`config.mk`:
```
export PLATFORM = sky130hd
export DESIGN_NAME = midpoint_ellipse_rasterizer_unit
export DESIGN_NICKNAME = d
export VERILOG_FILES = /design/src/mer_pkg.sv /design/src/midpoint_ellipse_rasterizer_unit.sv /design/src/mer_datapath.sv /design/src/mer_ctrl.sv
export VERILOG_INCLUDE_DIRS = /design/src /design/src/src
export SDC_FILE = /design/constraint.sdc
export NUM_CORES = 1
export LEC_CHECK = 0
export BUFFER_PORTS_ARGS = -buffer_cell sky130_fd_sc_hd__buf_2
export CORE_MARGIN = 5
export CORE_UTILIZATION = 50
export CTS_BUF_LIST = sky130_fd_sc_hd__clkbuf_16
export DETAILED_ROUTE_END_ITERATION = 8
export PLACE_DENSITY = 0.67
export SLEW_MARGIN = 20
export SYNTH_ARGS = -nofsm -noshare
export SYNTH_HDL_FRONTEND = slang
export SYNTH_SLANG_ARGS = --single-unit
```
`constraint.sdc`:
```
create_clock -name clk -period 13.5 [get_ports clk]
set_clock_uncertainty 0.2 [all_clocks]
set_input_delay 2.025 -clock clk [delete_from_list [all_inputs] [get_ports clk]]
set_output_delay 2.025 -clock clk [all_outputs]
set_load 0.01 [all_outputs]
```
`src/midpoint_ellipse_rasterizer_unit_macros.svh`:
```
// ----------------------------------------------------------------------------
// Midpoint ellipse rasterizer assertion macros
// Concurrent assertion wrappers used by the rasterizer top level.
// ----------------------------------------------------------------------------
`ifndef MIDPOINT_ELLIPSE_RASTERIZER_UNIT_MACROS_SVH
`define MIDPOINT_ELLIPSE_RASTERIZER_UNIT_MACROS_SVH
`ifndef SYNTHESIS
`define MER_ASSERT_IMP(label, clk, rst_n, ante, cons, msg) \
	label: assert property (@(posedge clk) disable iff (!rst_n) (ante) |-> (cons)) \
		else $error(msg);
`define MER_ASSERT_NXT(label, clk, rst_n, ante, cons, msg) \
	label: assert property (@(posedge clk) disable iff (!rst_n) (ante) |=> (cons)) \
		else $error(msg);
`else
`define MER_ASSERT_IMP(label, clk, rst_n, ante, cons, msg)
`define MER_ASSERT_NXT(label, clk, rst_n, ante, cons, msg)
`endif
`endif

```
`src/mer_pkg.sv`:
```
// ----------------------------------------------------------------------------
// Midpoint ellipse rasterizer package
// Widths, register indexes, datapath operations and the command and status
// bundles shared by the controller and the datapath.
// ----------------------------------------------------------------------------
package mer_pkg;

	localparam int COORD_W    = 8;
	localparam int RAD_W      = 5;
	localparam int OUT_W      = 10;
	localparam int MASK_W     = 4;
	localparam int SCR_W      = 9;
	localparam int CFG_IDX_W  = 1;
	localparam int CFG_DATA_W = 9;
	localparam int OFS_W      = 7;
	localparam int SQ_W       = 2 * RAD_W;
	localparam int MUL_W      = 12;
	localparam int PROD_W     = 2 * MUL_W;
	localparam int DEC_W      = 24;
	localparam int SLOPE_W    = 18;

	localparam int MAX_RADIUS   = 31;
	localparam int RESULT_CAP   = 64;
	localparam int CNT_W        = $clog2(RESULT_CAP + 1);
	localparam int SCREEN_RESET = 20;

	localparam logic [CFG_IDX_W-1:0] REG_SCREEN_WIDTH  = CFG_IDX_W'(0);
	localparam logic [CFG_IDX_W-1:0] REG_SCREEN_HEIGHT = CFG_IDX_W'(1);

	typedef enum logic [3:0] {
		DP_NOP,
		DP_LOAD,
		DP_SQUARE,
		DP_R1_MUL,
		DP_R1_LOAD,
		DP_R2_M0,
		DP_R2_M1,
		DP_R2_M2,
		DP_R2_M3,
		DP_R2_M4,
		DP_R2_LOAD,
		DP_STEP_R1,
		DP_STEP_R2
	} dp_op_t;

	typedef struct packed {
		dp_op_t op;
		logic   last;
	} cmd_t;

	typedef struct packed {
		logic r1_cont;
		logic y_zero;
		logic y_neg;
		logic n_last;
		logic cap_hit;
		logic out_free;
	} status_t;

	function automatic logic on_screen(
		input logic signed [OUT_W-1:0] x,
		input logic signed [OUT_W-1:0] y,
		input logic [SCR_W-1:0] w,
		input logic [SCR_W-1:0] h
	);
		logic x_ok;
		logic y_ok;
		x_ok = !x[OUT_W-1] && ($unsigned(x) < OUT_W'(w));
		y_ok = !y[OUT_W-1] && ($unsigned(y) < OUT_W'(h));
		return x_ok && y_ok;
	endfunction

endpackage

```
`src/midpoint_ellipse_rasterizer_unit.sv`:
```
// A new command is accepted only once the sequencer is back in idle after the
// previous command has issued its last result.
// Reset: arst_n clears the sequencer and the output valid at once and loads
// both screen registers with 20.
// ----------------------------------------------------------------------------
// Midpoint ellipse rasterizer top level
// Takes ellipse commands and streams the mirrored point sets of the
// two-region midpoint loop with an on-screen mask for each point.
// ----------------------------------------------------------------------------
`include "midpoint_ellipse_rasterizer_unit_macros.svh"

module midpoint_ellipse_rasterizer_unit (
	input  logic                                   clk,
	input  logic                                   arst_n,
	input  logic                                   cfg_write_en,
	input  logic [mer_pkg::CFG_IDX_W-1:0]          cfg_index,
	input  logic [mer_pkg::CFG_DATA_W-1:0]         cfg_data,
	input  logic                                   in_valid,
	output logic                                   in_ready,
	input  logic [mer_pkg::COORD_W-1:0]            center_x,
	input  logic [mer_pkg::COORD_W-1:0]            center_y,
	input  logic [mer_pkg::RAD_W-1:0]              radius_x,
	input  logic [mer_pkg::RAD_W-1:0]              radius_y,
	output logic                                   out_valid,
	input  logic                                   out_ready,
	output logic signed [mer_pkg::OUT_W-1:0]       x_right,
	output logic signed [mer_pkg::OUT_W-1:0]       x_left,
	output logic signed [mer_pkg::OUT_W-1:0]       y_upper,
	output logic signed [mer_pkg::OUT_W-1:0]       y_lower,
	output logic [mer_pkg::MASK_W-1:0]             visible_mask,
	output logic                                   last_point
);
	import mer_pkg::*;

	cmd_t    cmd;
	status_t status;

	mer_ctrl u_ctrl (
		.clk      (clk),
		.arst_n   (arst_n),
		.in_valid (in_valid),
		.in_ready (in_ready),
		.status   (status),
		.cmd      (cmd)
	);

	mer_datapath u_datapath (
		.clk          (clk),
		.arst_n       (arst_n),
		.cmd          (cmd),
		.status       (status),
		.cfg_write_en (cfg_write_en),
		.cfg_index    (cfg_index),
		.cfg_data     (cfg_data),
		.center_x     (center_x),
		.center_y     (center_y),
		.radius_x     (radius_x),
		.radius_y     (radius_y),
		.out_valid    (out_valid),
		.out_ready    (out_ready),
		.x_right      (x_right),
		.x_left       (x_left),
		.y_upper      (y_upper),
		.y_lower      (y_lower),
		.visible_mask (visible_mask),
		.last_point   (last_point)
	);

	`MER_ASSERT_NXT(a_busy_after_in, clk, arst_n, in_valid && in_ready, !in_ready, "Block accepted a command while busy.")
	`MER_ASSERT_NXT(a_idle_quiet, clk, arst_n, !out_valid && in_ready, !out_valid, "Result produced while idle.")
	`MER_ASSERT_IMP(a_mask_ru, clk, arst_n, out_valid && visible_mask[0], !x_right[OUT_W-1] && !y_upper[OUT_W-1], "Visible point has a negative coordinate.")
	`MER_ASSERT_IMP(a_mask_ll, clk, arst_n, out_valid && visible_mask[3], !x_left[OUT_W-1] && !y_lower[OUT_W-1], "Visible point has a negative coordinate.")

endmodule

```
`src/mer_datapath.sv`:
```
// ----------------------------------------------------------------------------
// Midpoint ellipse rasterizer datapath
// Holds the command, the decision and slope registers, a shared multiplier
// for the region setup, the screen registers and the result register.
// ----------------------------------------------------------------------------
module mer_datapath (
	input  logic                                   clk,
	input  logic                                   arst_n,
	input  mer_pkg::cmd_t                          cmd,
	output mer_pkg::status_t                       status,
	input  logic                                   cfg_write_en,
	input  logic [mer_pkg::CFG_IDX_W-1:0]          cfg_index,
	input  logic [mer_pkg::CFG_DATA_W-1:0]         cfg_data,
	input  logic [mer_pkg::COORD_W-1:0]            center_x,
	input  logic [mer_pkg::COORD_W-1:0]            center_y,
	input  logic [mer_pkg::RAD_W-1:0]              radius_x,
	input  logic [mer_pkg::RAD_W-1:0]              radius_y,
	output logic                                   out_valid,
	input  logic                                   out_ready,
	output logic signed [mer_pkg::OUT_W-1:0]       x_right,
	output logic signed [mer_pkg::OUT_W-1:0]       x_left,
	output logic signed [mer_pkg::OUT_W-1:0]       y_upper,
	output logic signed [mer_pkg::OUT_W-1:0]       y_lower,
	output logic [mer_pkg::MASK_W-1:0]             visible_mask,
	output logic                                   last_point
);
	import mer_pkg::*;

	logic [COORD_W-1:0]        cx_q, cy_q;
	logic [RAD_W-1:0]          rx_q, ry_q;
	logic [SQ_W-1:0]           rx2_q, ry2_q;
	logic [PROD_W-1:0]         prod_q;
	logic signed [DEC_W-1:0]   dec_q;
	logic signed [SLOPE_W-1:0] sx_q, sy_q;
	logic [OFS_W-1:0]          ox_q;
	logic signed [OFS_W-1:0]   oy_q;
	logic [CNT_W-1:0]          cnt_q;
	logic [SCR_W-1:0]          scr_w_q, scr_h_q;
	logic                      out_valid_q;
	logic signed [OUT_W-1:0]   x_right_q, x_left_q, y_upper_q, y_lower_q;
	logic [MASK_W-1:0]         mask_q;
	logic                      last_q;

	logic [RAD_W-1:0]          rx_sat, ry_sat;
	logic [MUL_W-1:0]          mul_a, mul_b;
	logic [PROD_W-1:0]         mul_p;
	logic [OFS_W-1:0]          ym1_abs;
	logic signed [SLOPE_W-1:0] two_rx2_s, two_ry2_s, sx_inc, sy_dec;
	logic signed [DEC_W-1:0]   rx2_d, ry2_d, sx_inc_d, sy_dec_d, prod_d;
	logic signed [DEC_W-1:0]   dec_r1, dec_r2;
	logic signed [OUT_W-1:0]   xr, xl, yu, yl;
	logic                      emit;

	assign rx_sat = (RAD_W'(MAX_RADIUS) < radius_x) ? RAD_W'(MAX_RADIUS) : radius_x;
	assign ry_sat = (RAD_W'(MAX_RADIUS) < radius_y) ? RAD_W'(MAX_RADIUS) : radius_y;

	assign ym1_abs = (oy_q == '0) ? OFS_W'(1) : OFS_W'($unsigned(oy_q) - OFS_W'(1));

	always_comb begin
		mul_a = '0;
		mul_b = '0;
		case (cmd.op)
			DP_R1_MUL: begin
				mul_a = MUL_W'(rx2_q);
				mul_b = MUL_W'(ry_q);
			end
			DP_R2_M0: begin
				mul_a = MUL_W'(ox_q);
				mul_b = MUL_W'(ox_q) + MUL_W'(1);
			end
			DP_R2_M1: begin
				mul_a = MUL_W'(ry2_q);
				mul_b = prod_q[MUL_W-1:0];
			end
			DP_R2_M2: begin
				mul_a = MUL_W'(ym1_abs);
				mul_b = MUL_W'(ym1_abs);
			end
			DP_R2_M3: begin
				mul_a = MUL_W'(rx2_q);
				mul_b = prod_q[MUL_W-1:0];
			end
			DP_R2_M4: begin
				mul_a = MUL_W'(rx2_q);
				mul_b = MUL_W'(ry2_q);
			end
			default: begin
			end
		endcase
	end

	assign mul_p = PROD_W'(mul_a) * PROD_W'(mul_b);

	assign two_rx2_s = signed'(SLOPE_W'({rx2_q, 1'b0}));
	assign two_ry2_s = signed'(SLOPE_W'({ry2_q, 1'b0}));
	assign sx_inc    = sx_q + two_ry2_s;
	assign sy_dec    = sy_q - two_rx2_s;
	assign rx2_d     = signed'(DEC_W'(rx2_q));
	assign ry2_d     = signed'(DEC_W'(ry2_q));
	assign sx_inc_d  = DEC_W'(sx_inc);
	assign sy_dec_d  = DEC_W'(sy_dec);
	assign prod_d    = signed'(prod_q);

	assign dec_r1 = (dec_q < 0) ? dec_q + ry2_d + sx_inc_d
	                            : dec_q + ry2_d + sx_inc_d - sy_dec_d;
	assign dec_r2 = (dec_q > 0) ? dec_q + rx2_d - sy_dec_d
	                            : dec_q + rx2_d - sy_dec_d + sx_inc_d;

	assign xr = signed'(OUT_W'(cx_q)) + signed'(OUT_W'(ox_q));
	assign xl = signed'(OUT_W'(cx_q)) - signed'(OUT_W'(ox_q));
	assign yu = signed'(OUT_W'(cy_q)) + OUT_W'(oy_q);
	assign yl = signed'(OUT_W'(cy_q)) - OUT_W'(oy_q);

	assign emit = (cmd.op == DP_STEP_R1) || (cmd.op == DP_STEP_R2);

	always_ff @(posedge clk or negedge arst_n) begin
		if (!arst_n) begin
			scr_w_q     <= SCR_W'(SCREEN_RESET);
			scr_h_q     <= SCR_W'(SCREEN_RESET);
			out_valid_q <= 1'b0;
			cnt_q       <= '0;
		end else begin
			if (cfg_write_en) begin
				case (cfg_index)
					REG_SCREEN_WIDTH:  scr_w_q <= cfg_data;
					REG_SCREEN_HEIGHT: scr_h_q <= cfg_data;
					default: begin
					end
				endcase
			end
			if (emit) begin
				out_valid_q <= 1'b1;
			end else if (out_ready) begin
				out_valid_q <= 1'b0;
			end
			if (cmd.op == DP_LOAD) begin
				cnt_q <= '0;
			end else if (emit) begin
				cnt_q <= cnt_q + CNT_W'(1);
			end
		end
	end

	always_ff @(posedge clk) begin
		prod_q <= mul_p;
		case (cmd.op)
			DP_LOAD: begin
				cx_q <= center_x;
				cy_q <= center_y;
				rx_q <= rx_sat;
				ry_q <= ry_sat;
				ox_q <= '0;
				oy_q <= signed'(OFS_W'(ry_sat));
				sx_q <= '0;
			end
			DP_SQUARE: begin
				rx2_q <= SQ_W'(rx_q) * SQ_W'(rx_q);
				ry2_q <= SQ_W'(ry_q) * SQ_W'(ry_q);
			end
			DP_R1_LOAD: begin
				sy_q  <= signed'(SLOPE_W'({prod_q[SLOPE_W-2:0], 1'b0}));
				dec_q <= ry2_d - prod_d + signed'(DEC_W'(rx2_q >> 2));
			end
			DP_R2_M1: begin
				dec_q <= signed'(DEC_W'(ry2_q >> 2));
			end
			DP_R2_M2, DP_R2_M4: begin
				dec_q <= dec_q + prod_d;
			end
			DP_R2_LOAD: begin
				dec_q <= dec_q - prod_d;
			end
			DP_STEP_R1: begin
				ox_q  <= ox_q + OFS_W'(1);
				sx_q  <= sx_inc;
				dec_q <= dec_r1;
				if (!(dec_q < 0)) begin
					oy_q <= oy_q - OFS_W'(1);
					sy_q <= sy_dec;
				end
			end
			DP_STEP_R2: begin
				oy_q  <= oy_q - OFS_W'(1);
				sy_q  <= sy_dec;
				dec_q <= dec_r2;
				if (!(dec_q > 0)) begin
					ox_q <= ox_q + OFS_W'(1);
					sx_q <= sx_inc;
				end
			end
			default: begin
			end
		endcase
		if (emit) begin
			x_right_q <= xr;
			x_left_q  <= xl;
			y_upper_q <= yu;
			y_lower_q <= yl;
			mask_q    <= {on_screen(xl, yl, scr_w_q, scr_h_q),
			              on_screen(xr, yl, scr_w_q, scr_h_q),
			              on_screen(xl, yu, scr_w_q, scr_h_q),
			              on_screen(xr, yu, scr_w_q, scr_h_q)};
			last_q    <= cmd.last;
		end
	end

	assign status.r1_cont  = sx_q < sy_q;
	assign status.y_zero   = oy_q == '0;
	assign status.y_neg    = oy_q[OFS_W-1];
	assign status.n_last   = cnt_q == CNT_W'(RESULT_CAP - 1);
	assign status.cap_hit  = cnt_q == CNT_W'(RESULT_CAP);
	assign status.out_free = !out_valid_q || out_ready;

	assign out_valid    = out_valid_q;
	assign x_right      = x_right_q;
	assign x_left       = x_left_q;
	assign y_upper      = y_upper_q;
	assign y_lower      = y_lower_q;
	assign visible_mask = mask_q;
	assign last_point   = last_q;

endmodule

```
`src/mer_ctrl.sv`:
```
// ----------------------------------------------------------------------------
// Midpoint ellipse rasterizer controller
// Sequences command load, region setup multiplications and the two decision
// loops; issues one datapath op per cycle, no step while the output waits.
// ----------------------------------------------------------------------------
module mer_ctrl (
	input  logic             clk,
	input  logic             arst_n,
	input  logic             in_valid,
	output logic             in_ready,
	input  mer_pkg::status_t status,
	output mer_pkg::cmd_t    cmd
);
	import mer_pkg::*;

	typedef enum logic [11:0] {
		ST_IDLE    = 12'b0000_0000_0001,
		ST_SQUARE  = 12'b0000_0000_0010,
		ST_R1_MUL  = 12'b0000_0000_0100,
		ST_R1_LOAD = 12'b0000_0000_1000,
		ST_R1_RUN  = 12'b0000_0001_0000,
		ST_R2_M0   = 12'b0000_0010_0000,
		ST_R2_M1   = 12'b0000_0100_0000,
		ST_R2_M2   = 12'b0000_1000_0000,
		ST_R2_M3   = 12'b0001_0000_0000,
		ST_R2_M4   = 12'b0010_0000_0000,
		ST_R2_LOAD = 12'b0100_0000_0000,
		ST_R2_RUN  = 12'b1000_0000_0000
	} state_t;

	state_t state_q, state_d;

	always_comb begin
		state_d  = state_q;
		cmd.op   = DP_NOP;
		cmd.last = 1'b0;
		case (state_q)
			ST_IDLE: begin
				if (in_valid) begin
					cmd.op  = DP_LOAD;
					state_d = ST_SQUARE;
				end
			end
			ST_SQUARE: begin
				cmd.op  = DP_SQUARE;
				state_d = ST_R1_MUL;
			end
			ST_R1_MUL: begin
				cmd.op  = DP_R1_MUL;
				state_d = ST_R1_LOAD;
			end
			ST_R1_LOAD: begin
				cmd.op  = DP_R1_LOAD;
				state_d = ST_R1_RUN;
			end
			ST_R1_RUN: begin
				if (status.cap_hit) begin
					state_d = ST_IDLE;
				end else if (!status.r1_cont) begin
					state_d = ST_R2_M0;
				end else if (status.out_free) begin
					cmd.op   = DP_STEP_R1;
					cmd.last = status.n_last;
				end
			end
			ST_R2_M0: begin
				cmd.op  = DP_R2_M0;
				state_d = ST_R2_M1;
			end
			ST_R2_M1: begin
				cmd.op  = DP_R2_M1;
				state_d = ST_R2_M2;
			end
			ST_R2_M2: begin
				cmd.op  = DP_R2_M2;
				state_d = ST_R2_M3;
			end
			ST_R2_M3: begin
				cmd.op  = DP_R2_M3;
				state_d = ST_R2_M4;
			end
			ST_R2_M4: begin
				cmd.op  = DP_R2_M4;
				state_d = ST_R2_LOAD;
			end
			ST_R2_LOAD: begin
				cmd.op  = DP_R2_LOAD;
				state_d = ST_R2_RUN;
			end
			ST_R2_RUN: begin
				if (status.cap_hit || status.y_neg) begin
					state_d = ST_IDLE;
				end else if (status.out_free) begin
					cmd.op   = DP_STEP_R2;
					cmd.last = status.y_zero || status.n_last;
				end
			end
			default: begin
				state_d = ST_IDLE;
			end
		endcase
	end

	always_ff @(posedge clk or negedge arst_n) begin
		if (!arst_n) begin
			state_q <= ST_IDLE;
		end else begin
			state_q <= state_d;
		end
	end

	assign in_ready = (state_q == ST_IDLE);

endmodule

```
Word-level counts from Yosys, hierarchy flattened
Cells that the tools add are included.

word-level totals
  flip-flop bits (word level) = 227
  input port bits = 41
  output and inout bits = 47
  word-level logic and storage cells = 152

operators by class
  add/subtract/negate cells = 21
  multipliers = 3
  magnitude comparators = 9
  eq/ne operators = 31
  mux-type cells = 32
  bitwise gates (word level) = 1
  reductions and logical operators = 32

operators with widths
  cell                   count
  $pmux W12 S12          1
  $pmux W24 S6           1
  $pmux W18 S3           2
  $pmux W12 S5           1
  $add A24 B11 Y24       2
  $add A24 B18 Y24       2
  $mux W12               4
  $mux W24               2
  $pmux W4 S12           1
  $sub A24 B18 Y24       2
  $pmux W7 S3            2
  $lt A10 B9 Y1          4
  $pmux W10 S4           1
  $mux W18               2
  $mux W7                5
  $mux W5                6
  $add A24 B24 Y24       1
  $add A24 B9 Y24        1
  $gt A24 B1 Y1 const B  1
  $lt A24 B1 Y1 const B  1
  $sub A11 B24 Y24       1
  $sub A24 B24 Y24       1
  $mul A10 B12 Y22       1
  $eq A4 B4 Y1 const B   5
  other kinds (48)       79

Longest topological paths before layout
Gate-level depths: netlist of the first run.

  depth after elaboration = 10
  mapped depth = 33
  gate-level depth less buffers = 33

Modules after synthesis
A second synthesis of the first run with hierarchy kept.

unflattened totals
  cells, all modules = 2747
  area, all modules = 24669.9 um^2

by module, submodules not included
  module        instances  cells each  area each (um^2)  seq. area each (um^2)
  mer_datapath  1          2669        23894.2           5850.6
  mer_ctrl      1          78          775.7             301.5

Worst setup path before layout of the first run
No wires, ideal clock.

  path type = register to register
  start point = reg u_ctrl.state_q[4]
  end point = reg u_datapath.prod_q[21] (netlist: u_datapath.prod_d[21])
  library setup time = 72 ps
  arrival time = 6897 ps
  required time = 13228 ps
  setup slack = 6331 ps
  stages on the path, launching flop included = 31
  buffers on the path = 3
  period minus slack after synthesis = 7169 ps
  cell sequence = dfrtp_1 > nor2_1 > and3_1 > buf_2 > nand3_1 > nor3b_2 > or3_1 > clkbuf_1 > nand2_1 > o2111ai_1 > clkbuf_1 > nand2_1 > fa_1 > inv_1 > fa_1 > inv_1 > fa_1 > inv_1 > fa_1 > inv_1 > fa_1 > inv_1 > ha_1 > or3_1 > o21ai_0 > o31ai_1 > o221a_2 > o41ai_2 > o2111ai_1 > a21oi_1 > xnor2_1

on the way
  longest elaborated chain between the ends = 6
  elaborated cells on any way between the ends = 24
  classes of those cells = 1 x mul; 18 x eq/ne; 3 x mux; 2 x reduce/logical

RTL lines
  element                                                         RTL line             source
  start: declaration                                              mer_ctrl.sv:31       state_t state_q, state_d;
  start signal: assignment                                        mer_ctrl.sv:108      state_q <= state_d;
  $eq A12 B12 Y1 (tied with other cells)                          mer_ctrl.sv:37       case (state_q)
  $pmux W4 S12 *                                                  mer_ctrl.sv:37
  $eq A4 B2 Y1 (tied with other cells)                            mer_datapath.sv:62   case (cmd.op)
  $reduce_or A3 Y1 (no line) or $reduce_or A2 Y1 (tied branches)  n/a
  $pmux W10 S4 or $pmux W12 S5 (tied branches)                    mer_datapath.sv:62
  $mul A10 B12 Y22 *                                              mer_datapath.sv:92   assign mul_p = PROD_W'(mul_a) * PROD_W'(mul_b);
  named net u_datapath.mul_p[21]                                  mer_datapath.sv:46   logic [PROD_W-1:0] mul_p;
  end signal: assignment                                          mer_datapath.sv:145  prod_q <= mul_p;
  end: declaration                                                mer_datapath.sv:32   logic [PROD_W-1:0] prod_q;

Mark *: on every way through the listed nets, which the timed path passes. The rest lies on a longest branch.
A chain may end at the register's enable or synchronous reset.

Worst setup path in the final report of the first run
  start point = reg u_ctrl.state_q[8]
  end point = reg u_datapath.prod_q[20] (netlist: u_datapath.prod_d[20])

Same word-level chain as after synthesis.

==> results of run 1 <==
[worst max-delay path, delay by kind of cell, from the launching register on]
kind                     cells  cell delay (ns)
XOR/XNOR                     1             0.13
AO/OA/AOI/OAI                9             2.41
AND/OR/NAND/NOR              7             2.01
buffers and inverters        4             0.20
adder cells (fa/ha/maj)      6             2.78
flip-flops                   1             0.40
[per-layer routing]
| metal | global-route usage | share of wire | up-vias |
|---|---|---|---|
| li1 | - | - | 9545 |
| met1 | 0.386 | 0.45 | 9761 |
| met2 | 0.404 | 0.43 | 764 |
| met3 | 0.0450 | 0.088 | 108 |
| met4 | 0.0575 | 0.024 | 0 |
| met5 | 0 | 0 | - |
[layout by cell type, fill, tap and decap left out, types with 11 or more instances in the layout]
cell,count
clkbuf_16,28
nand4_1,20
and2_1,35
xnor2_1,151
and3_1,14
inv_1,283
o21bai_1,37
ha_1,339
edfxtp_1,157
dfrtp_1,33
a21oi_1,195
a211oi_1,11
nor4_1,14
or3_1,17
o211ai_1,16
nor2b_1,47
nand2b_1,44
o31ai_1,20
xor2_1,84
nand3_1,41
a31oi_1,15
buf_4,14
a21o_1,70
o22ai_1,12
dfxtp_1,22
o21a_1,27
nor2_1,225
buf_2,86
nand2_1,218
mux2i_1,11
fa_1,115
or2_2,21
o21ai_0,112
nor3_1,38
mux2_2,16
[per-stage QoR]
step / cell area, um2 / hold WS (ns) / utilization
after floorplan: 24200 / 0.247 / -
after global placement: 25200 / 0.292 / 0.527
after detailed placement: 25200 / 0.305 / 0.527
after CTS: 26000 / 0.312 / 0.544
after global routing: 26000 / 0.331 / 0.544
final: 26000 / 0.314 / 0.544
[worst max path at each step]
stage,start,end,slack (ns)
4_1_cts,u_ctrl.state_q[8]$_DFFE_PN0P_,u_datapath.prod_d[20]$_DFF_P_,5.27
2_1_floorplan,u_ctrl.state_q[4]$_DFFE_PN0P_,u_datapath.prod_d[21]$_DFF_P_,6.33
3_3_place_gp,u_ctrl.state_q[5]$_DFFE_PN0P_,u_datapath.prod_d[20]$_DFF_P_,5.41
5_1_grt,u_ctrl.state_q[5]$_DFFE_PN0P_,u_datapath.prod_d[20]$_DFF_P_,4.62
6_report,u_ctrl.state_q[8]$_DFFE_PN0P_,u_datapath.prod_d[20]$_DFF_P_,5.26
3_5_place_dp,u_ctrl.state_q[8]$_DFFE_PN0P_,u_datapath.prod_d[20]$_DFF_P_,5.31
[cell usage after synthesis, types with 15 or more instances]
library cell  count
a21oi_1         195
nor3_1           38
dfrtp_1          33
o21ai_0         112
edfxtp_1        157
nand2b_1         44
o31ai_1          20
o21bai_1         37
and2_1           36
mux2_2           16
fa_1            115
nand2_1         218
xor2_1           84
nand4_1          20
inv_1           278
nand3_1          41
or2_2            21
ha_1            339
a31oi_1          15
o21a_1           27
nor2_1          227
o211ai_1         16
clkbuf_1         46
nor2b_1          47
a21o_1           70
dfxtp_1          22
or3_1            17
xnor2_1         151
[registers in the layout, indices dropped and copies added, names as in the netlist, 10 cells and up]
signal / flops
u_datapath.y_lower: 10
u_datapath.dec_q: 24
u_datapath.prod_d: 22
u_datapath.sy_q: 17
u_ctrl.state_q: 12
u_datapath.sx_q: 17
[layout make-up]
cell class,count,area [um2]
Clock buffer,28,701
Clock inverter,20,113
Timing Repair Buffer,100,536
Inverter,279,1050
Tap cell,615,769
Multi-Input combinational cell,2123,16800
Sequential cell,217,6110
Fill cell,4369,21800
[cell families after synthesis]
group	after synthesis	synth area share
AO/OA/AOI/OAI	618	0.166
multiplexers	27	0.0120
adder cells (fa/ha/maj)	454	0.270
AND/OR/NAND/NOR	784	0.158
buffers and inverters	348	0.0559
XOR/XNOR	235	0.0851
flip-flops	217	0.253
other	2	0.000310
[power groups by stage]
stage / clock (mW) / combinational [mW] / sequential (mW)
6_report: 0.687 / 3.31 / 0.939
5_1_grt: 0.725 / 3.65 / 0.943
4_1_cts: 0.698 / 3.24 / 0.934
3_5_place_dp: 0 / 3.20 / 0.947
3_3_place_gp: 0 / 3.11 / 0.944
2_1_floorplan: 0 / 2.48 / 0.899
==> impl_metrics.yaml, run 1 <==
status:
  status: "finished, final reports clean"
global_routing:
  grtUsageTotal: 0.261
  overflow: 0
  grt_pass1_vias: 19800
  grt_max_degree: 51
  grt_pass1_wl_um: 110000
  antenna_found_initial: 0
synthesis:
  syn_area_per_cell_um2: 9.01
  seq_area_frac_synth: 0.253
  netlist_instances: 2685
  yosysTopAreaCellShare: 0.195
  yosysUniqueCellTypes: 93
  synth.cell_area_mm2: 0.0242
  yosysTopAreaCell: "edfxtp_1"
  async_flop_share: 0.175
  synth_area_leaders: "edfxtp_1 19%, ha_1 18%, fa_1 9.5%"
  synth_warnings: 0
  ys_ff_latch: 217
  synth_ff_type: "edfxtp_1"
  synth_edf_count: 157
timing:
  setup_ws_ns: 5.26
  finalCriticalPeriod_ns: 8.24
  max_freq_mhz: 121
  setup_tns_ns: 0
  grt_setup_unrepaired: "false"
  worstMarginPinSlew_ns: 1.09
  period_share: 0.610
  slew_viol_final: 0
  slew_headroom: 0.275
  setup-violations-final: 0
  finalHoldViolCount: 0
power:
  clkPwrFrac: 0.139
  leakage_nw: 12.2
  p_sw_frac: 0.480
  p_int_mw: 2.56
  ir_drop_v: 0.000181
  combPwrFrac: 0.670
  power_mw: 4.93
  power_density_mw_per_mm2: 189
  p_switching_mw: 2.37
  seqPwrFrac: 0.190
routing:
  drt_pass1_iterations: 8
  wl_um: 70900
  drt_iter0_markers: 1758
  vias: 20200
  wire_per_inst_um: 21.0
  via_per_inst: 5.97
  post-route-drc-count: 0
  ant_nets: 0
cts:
  cts_resized: 0
  cts_hold_buf: 0
  cts_setup_buffers: 0
  cts_made_buffers: 26
  cts_tree: "built"
  clockBufferDepth: 3
  h-tree-depth: 1
  clock-sinks: 217
  insertion_delay_ns: 0.58
  cts.clk_slew.worst_paths_ns: 0.06
  cts_root_buffer: "clkbuf_16"
setup_path:
  reg2reg_from: "u_ctrl.state_q[8]$_DFFE_PN0P_"
  max_stage_delay_ns: 0.78
  worstReg2RegEnd: "u_datapath.prod_d[20]$_DFF_P_"
  critPathSlowestCell: "nor3b_2"
  ff2ff_setup_slack_ns: 5.26
  timing.reg2reg.worst_path_depth: 27
  path_class: "reg -> reg"
  path_max_fanout: 15
  cp-end-kind: "flip-flop"
  critPathArrivalTime_ns: 8.52
  worst-endpoint-required_ns: 13.78
  cp-start-kind: "flip-flop"
placement:
  dpl.cell_count: 3334
  place.gp.congestion: 0.987
  portBuffers: 86
  hpwlAfterDp_um: 57900
  dp_slack_ns: 5.31
floorplan:
  coreArea_mm2: 0.0478
  die_area_mm2: 0.0529
  io_pins: 88
  fp-row-count: 80
  die_h_um: 230
  dieWidth_um: 230
  start_util: 0.506
worst_hold_path:
  hp-class: "reg -> reg"
  hold_depth: 1
  hold-path-endpoint: "u_datapath.scr_h_q[6]$_DFFE_PN0P_"
  min_from: "u_datapath.scr_h_q[6]$_DFFE_PN0P_"
cells_and_area:
  antenna_cells: 0
  syn_to_final_growth_pct: 7.61
  finalNonFillerCells: 3382
  drive_gt1_frac: 0.0770
  nets: 3242
job:
  drv_cap: 0
(Power assumes the default switching activity.)
==> run 2, diff against run 1 <==
--- a/config.mk
+++ b/config.mk
@@ -11,7 +11,7 @@
 export CORE_UTILIZATION = 50
 export CTS_BUF_LIST = sky130_fd_sc_hd__clkbuf_16
 export DETAILED_ROUTE_END_ITERATION = 8
-export PLACE_DENSITY = 0.67
+export PLACE_DENSITY = 0.69
 export SLEW_MARGIN = 20
 export SYNTH_ARGS = -nofsm -noshare
 export SYNTH_HDL_FRONTEND = slang
==> constraint.sdc (replaced) <==
create_clock -name clk -period 7.5 [get_ports clk]
set_clock_uncertainty 0.2 [all_clocks]
set_input_delay 1.125 -clock clk [delete_from_list [all_inputs] [get_ports clk]]
set_output_delay 1.125 -clock clk [all_outputs]
set_load 0.01 [all_outputs]
==> impl_metrics.yaml, run 2 (synthesis gave the netlist of run 1 again) <==
routing:
  drt_pass1_iterations: 6
  wire_per_inst_um: 20.8
  ant_nets: 0
  drt_iter0_markers: 1831
  vias: 20500
  wl_um: 71900
  via_per_inst: 5.94
  post-route-drc-count: 0
placement:
  dpl.cell_count: 3392
  portBuffers: 86
  place.gp.congestion: 1.00
  hpwlAfterDp_um: 59200
cts:
  clock-sinks: 217
  insertion_delay_ns: 0.58
  cts_made_buffers: 27
  h-tree-depth: 1
  cts_root_buffer: "clkbuf_16"
  cts_tree: "built"
  clockBufferDepth: 3
  cts.clk_slew.worst_paths_ns: 0.06
  cts_hold_buf: 0
timing:
  setup-violations-final: 0
  slew_viol_final: 0
  finalCriticalPeriod_ns: 7.29
  worstMarginPinSlew_ns: 1.07
  setup_tns_ns: 0
  finalHoldViolCount: 0
  max_freq_mhz: 137
  hold_slack_ns: 0.321
  period_share: 0.972
  slew_headroom: 0.284
cells_and_area:
  syn_to_final_growth_pct: 10.9
  num-fill-cells: 4212
  drive_gt1_frac: 0.114
  regArea_mm2: 0.00611
  largest_register_ffs: 24
  final_common_cell: "ha_1"
  post-route-util: 0.561
  nets: 3313
  final_cell_mix: "338 x ha_1, 277 x inv_1, 221 x nor2_1"
  regMostFlops: "u_datapath.dec_q"
  multi_input_comb_area_mm2: 0.0169
  finalNonFillerCells: 3455
global_routing:
  antenna_found_initial: 1
  grt_pass1_vias: 20000
  met1_usage: 0.383
  grt_max_degree: 51
  overflow: 0
  grt_busiest_layer: "met2"
  grtUsageTotal: 0.262
  grt_pass1_wl_um: 111000
  grtUsageMet2: 0.406
  use_met3: 0.0516
worst_hold_path:
  min_from: "u_datapath.scr_h_q[6]$_DFFE_PN0P_"
  hp-class: "reg -> reg"
  hold-path-endpoint: "u_datapath.scr_h_q[6]$_DFFE_PN0P_"
  hold_depth: 1
floorplan:
  die_area_mm2: 0.0529
  dieWidth_um: 230
  coreArea_mm2: 0.0478
  fp-row-count: 80
  start_util: 0.506
  die_h_um: 230
  io_pins: 88
power:
  power_mw: 9.08
  ir_drop_v: 0.000269
  seqPwrFrac: 0.182
  leakage_nw: 12.6
  p_sw_frac: 0.473
  p_switching_mw: 4.29
  p_int_mw: 4.78
  clkPwrFrac: 0.148
  power_density_mw_per_mm2: 338
  combPwrFrac: 0.669
setup_path:
  path_max_fanout: 5
  cp-end-kind: "flip-flop"
  path_common_cell: "a21o_1"
  critPathSlowestCell: "edfxtp_1"
  reg2reg_from: "u_datapath.rx2_q[0]$_DFFE_PN_"
  critPathArrivalTime_ns: 7.42
  cp-start-kind: "flip-flop"
  worst-endpoint-required_ns: 7.63
  ff2ff_setup_slack_ns: 0.21
  max_stage_delay_ns: 0.52
  worstReg2RegEnd: "u_datapath.dec_q[22]$_DFFE_PP_"
  timing.reg2reg.worst_path_depth: 28
  path_class: "reg -> reg"
job:
  drv_cap: 0
status:
  status: "finished, final reports clean"
-- run 2: cell types whose count changed in the layout (fill, tap and decap cells not counted), sizes merged --
cell and change:
clkinvlp +2, buf +70, inv -3, bufinv +2, diode +1, clkinv +1
-- run 2: per-stage QoR --
step | area [um2] | setup slack (ns)
after CTS | 26600 | 0.00660
after global routing | 26800 | -0.0359
after global placement | 25700 | 0.0928
after floorplan | 24200 | 0.331
after detailed placement | 25700 | -0.0286
final | 26800 | 0.213
-- run 2: critical path, delay by kind of cell, from the launching register on --
kind | cells | cell delay (ns)
AOI/OAI and AO/OA | 15 | 3.17
adders and majority gates | 5 | 1.63
and+or+nand+nor | 4 | 0.76
DFF | 1 | 0.52
xor gates and xnor gates | 3 | 0.47
muxes | 1 | 0.28
-- run 2: power by group through the flow --
stage	sequential, mW	clock (mW)	combinational, mW
2_1_floorplan	1.62	0	4.47
5_1_grt	1.67	1.41	6.70
4_1_cts	1.65	1.37	5.90
3_3_place_gp	1.67	0	5.70
6_report	1.66	1.35	6.07
3_5_place_dp	1.67	0	5.85
-- run 2: repair_timing --
action,in CTS,in global routing
endpoints found under the setup margin,2,11
pin swaps,0,9
endpoints found under the hold margin,0,0
gates resized for setup,3,44
setup buffers,0,12
-- run 2: metal layers --
metal	part of all wire	routed length, um
met3	0.091	6570
met1	0.45	32300
met5	0	0
met2	0.44	31600
met4	0.021	1480
-- run 2: how the worst max path moves through the flow --
stage / start / end / slack, ns / cells after the start
4_1_cts: u_ctrl.state_q[4]$_DFFE_PN0P_ / u_datapath.prod_d[20]$_DFF_P_ / 0.007 / 30
5_1_grt: u_ctrl.state_q[11]$_DFFE_PN0P_ / u_datapath.prod_d[20]$_DFF_P_ / -0.04 / 29
3_5_place_dp: u_ctrl.state_q[0]$_DFFE_PN1P_ / u_datapath.prod_d[20]$_DFF_P_ / -0.03 / 27
3_3_place_gp: u_ctrl.state_q[0]$_DFFE_PN1P_ / u_datapath.prod_d[21]$_DFF_P_ / 0.09 / 26
2_1_floorplan: u_ctrl.state_q[4]$_DFFE_PN0P_ / u_datapath.prod_d[21]$_DFF_P_ / 0.33 / 30
6_report: u_datapath.rx2_q[0]$_DFFE_PN_ / u_datapath.dec_q[22]$_DFFE_PP_ / 0.21 / 28
-- run 2: layout make-up --
class,count,area share
diodes,1,0.0000933
multi-input cells,2123,0.631
well taps,615,0.0287
flip-flops and latches,217,0.228
repair buffers,170,0.0395
clock buffers,28,0.0261
inverters,279,0.0392
clock inverters,22,0.00741
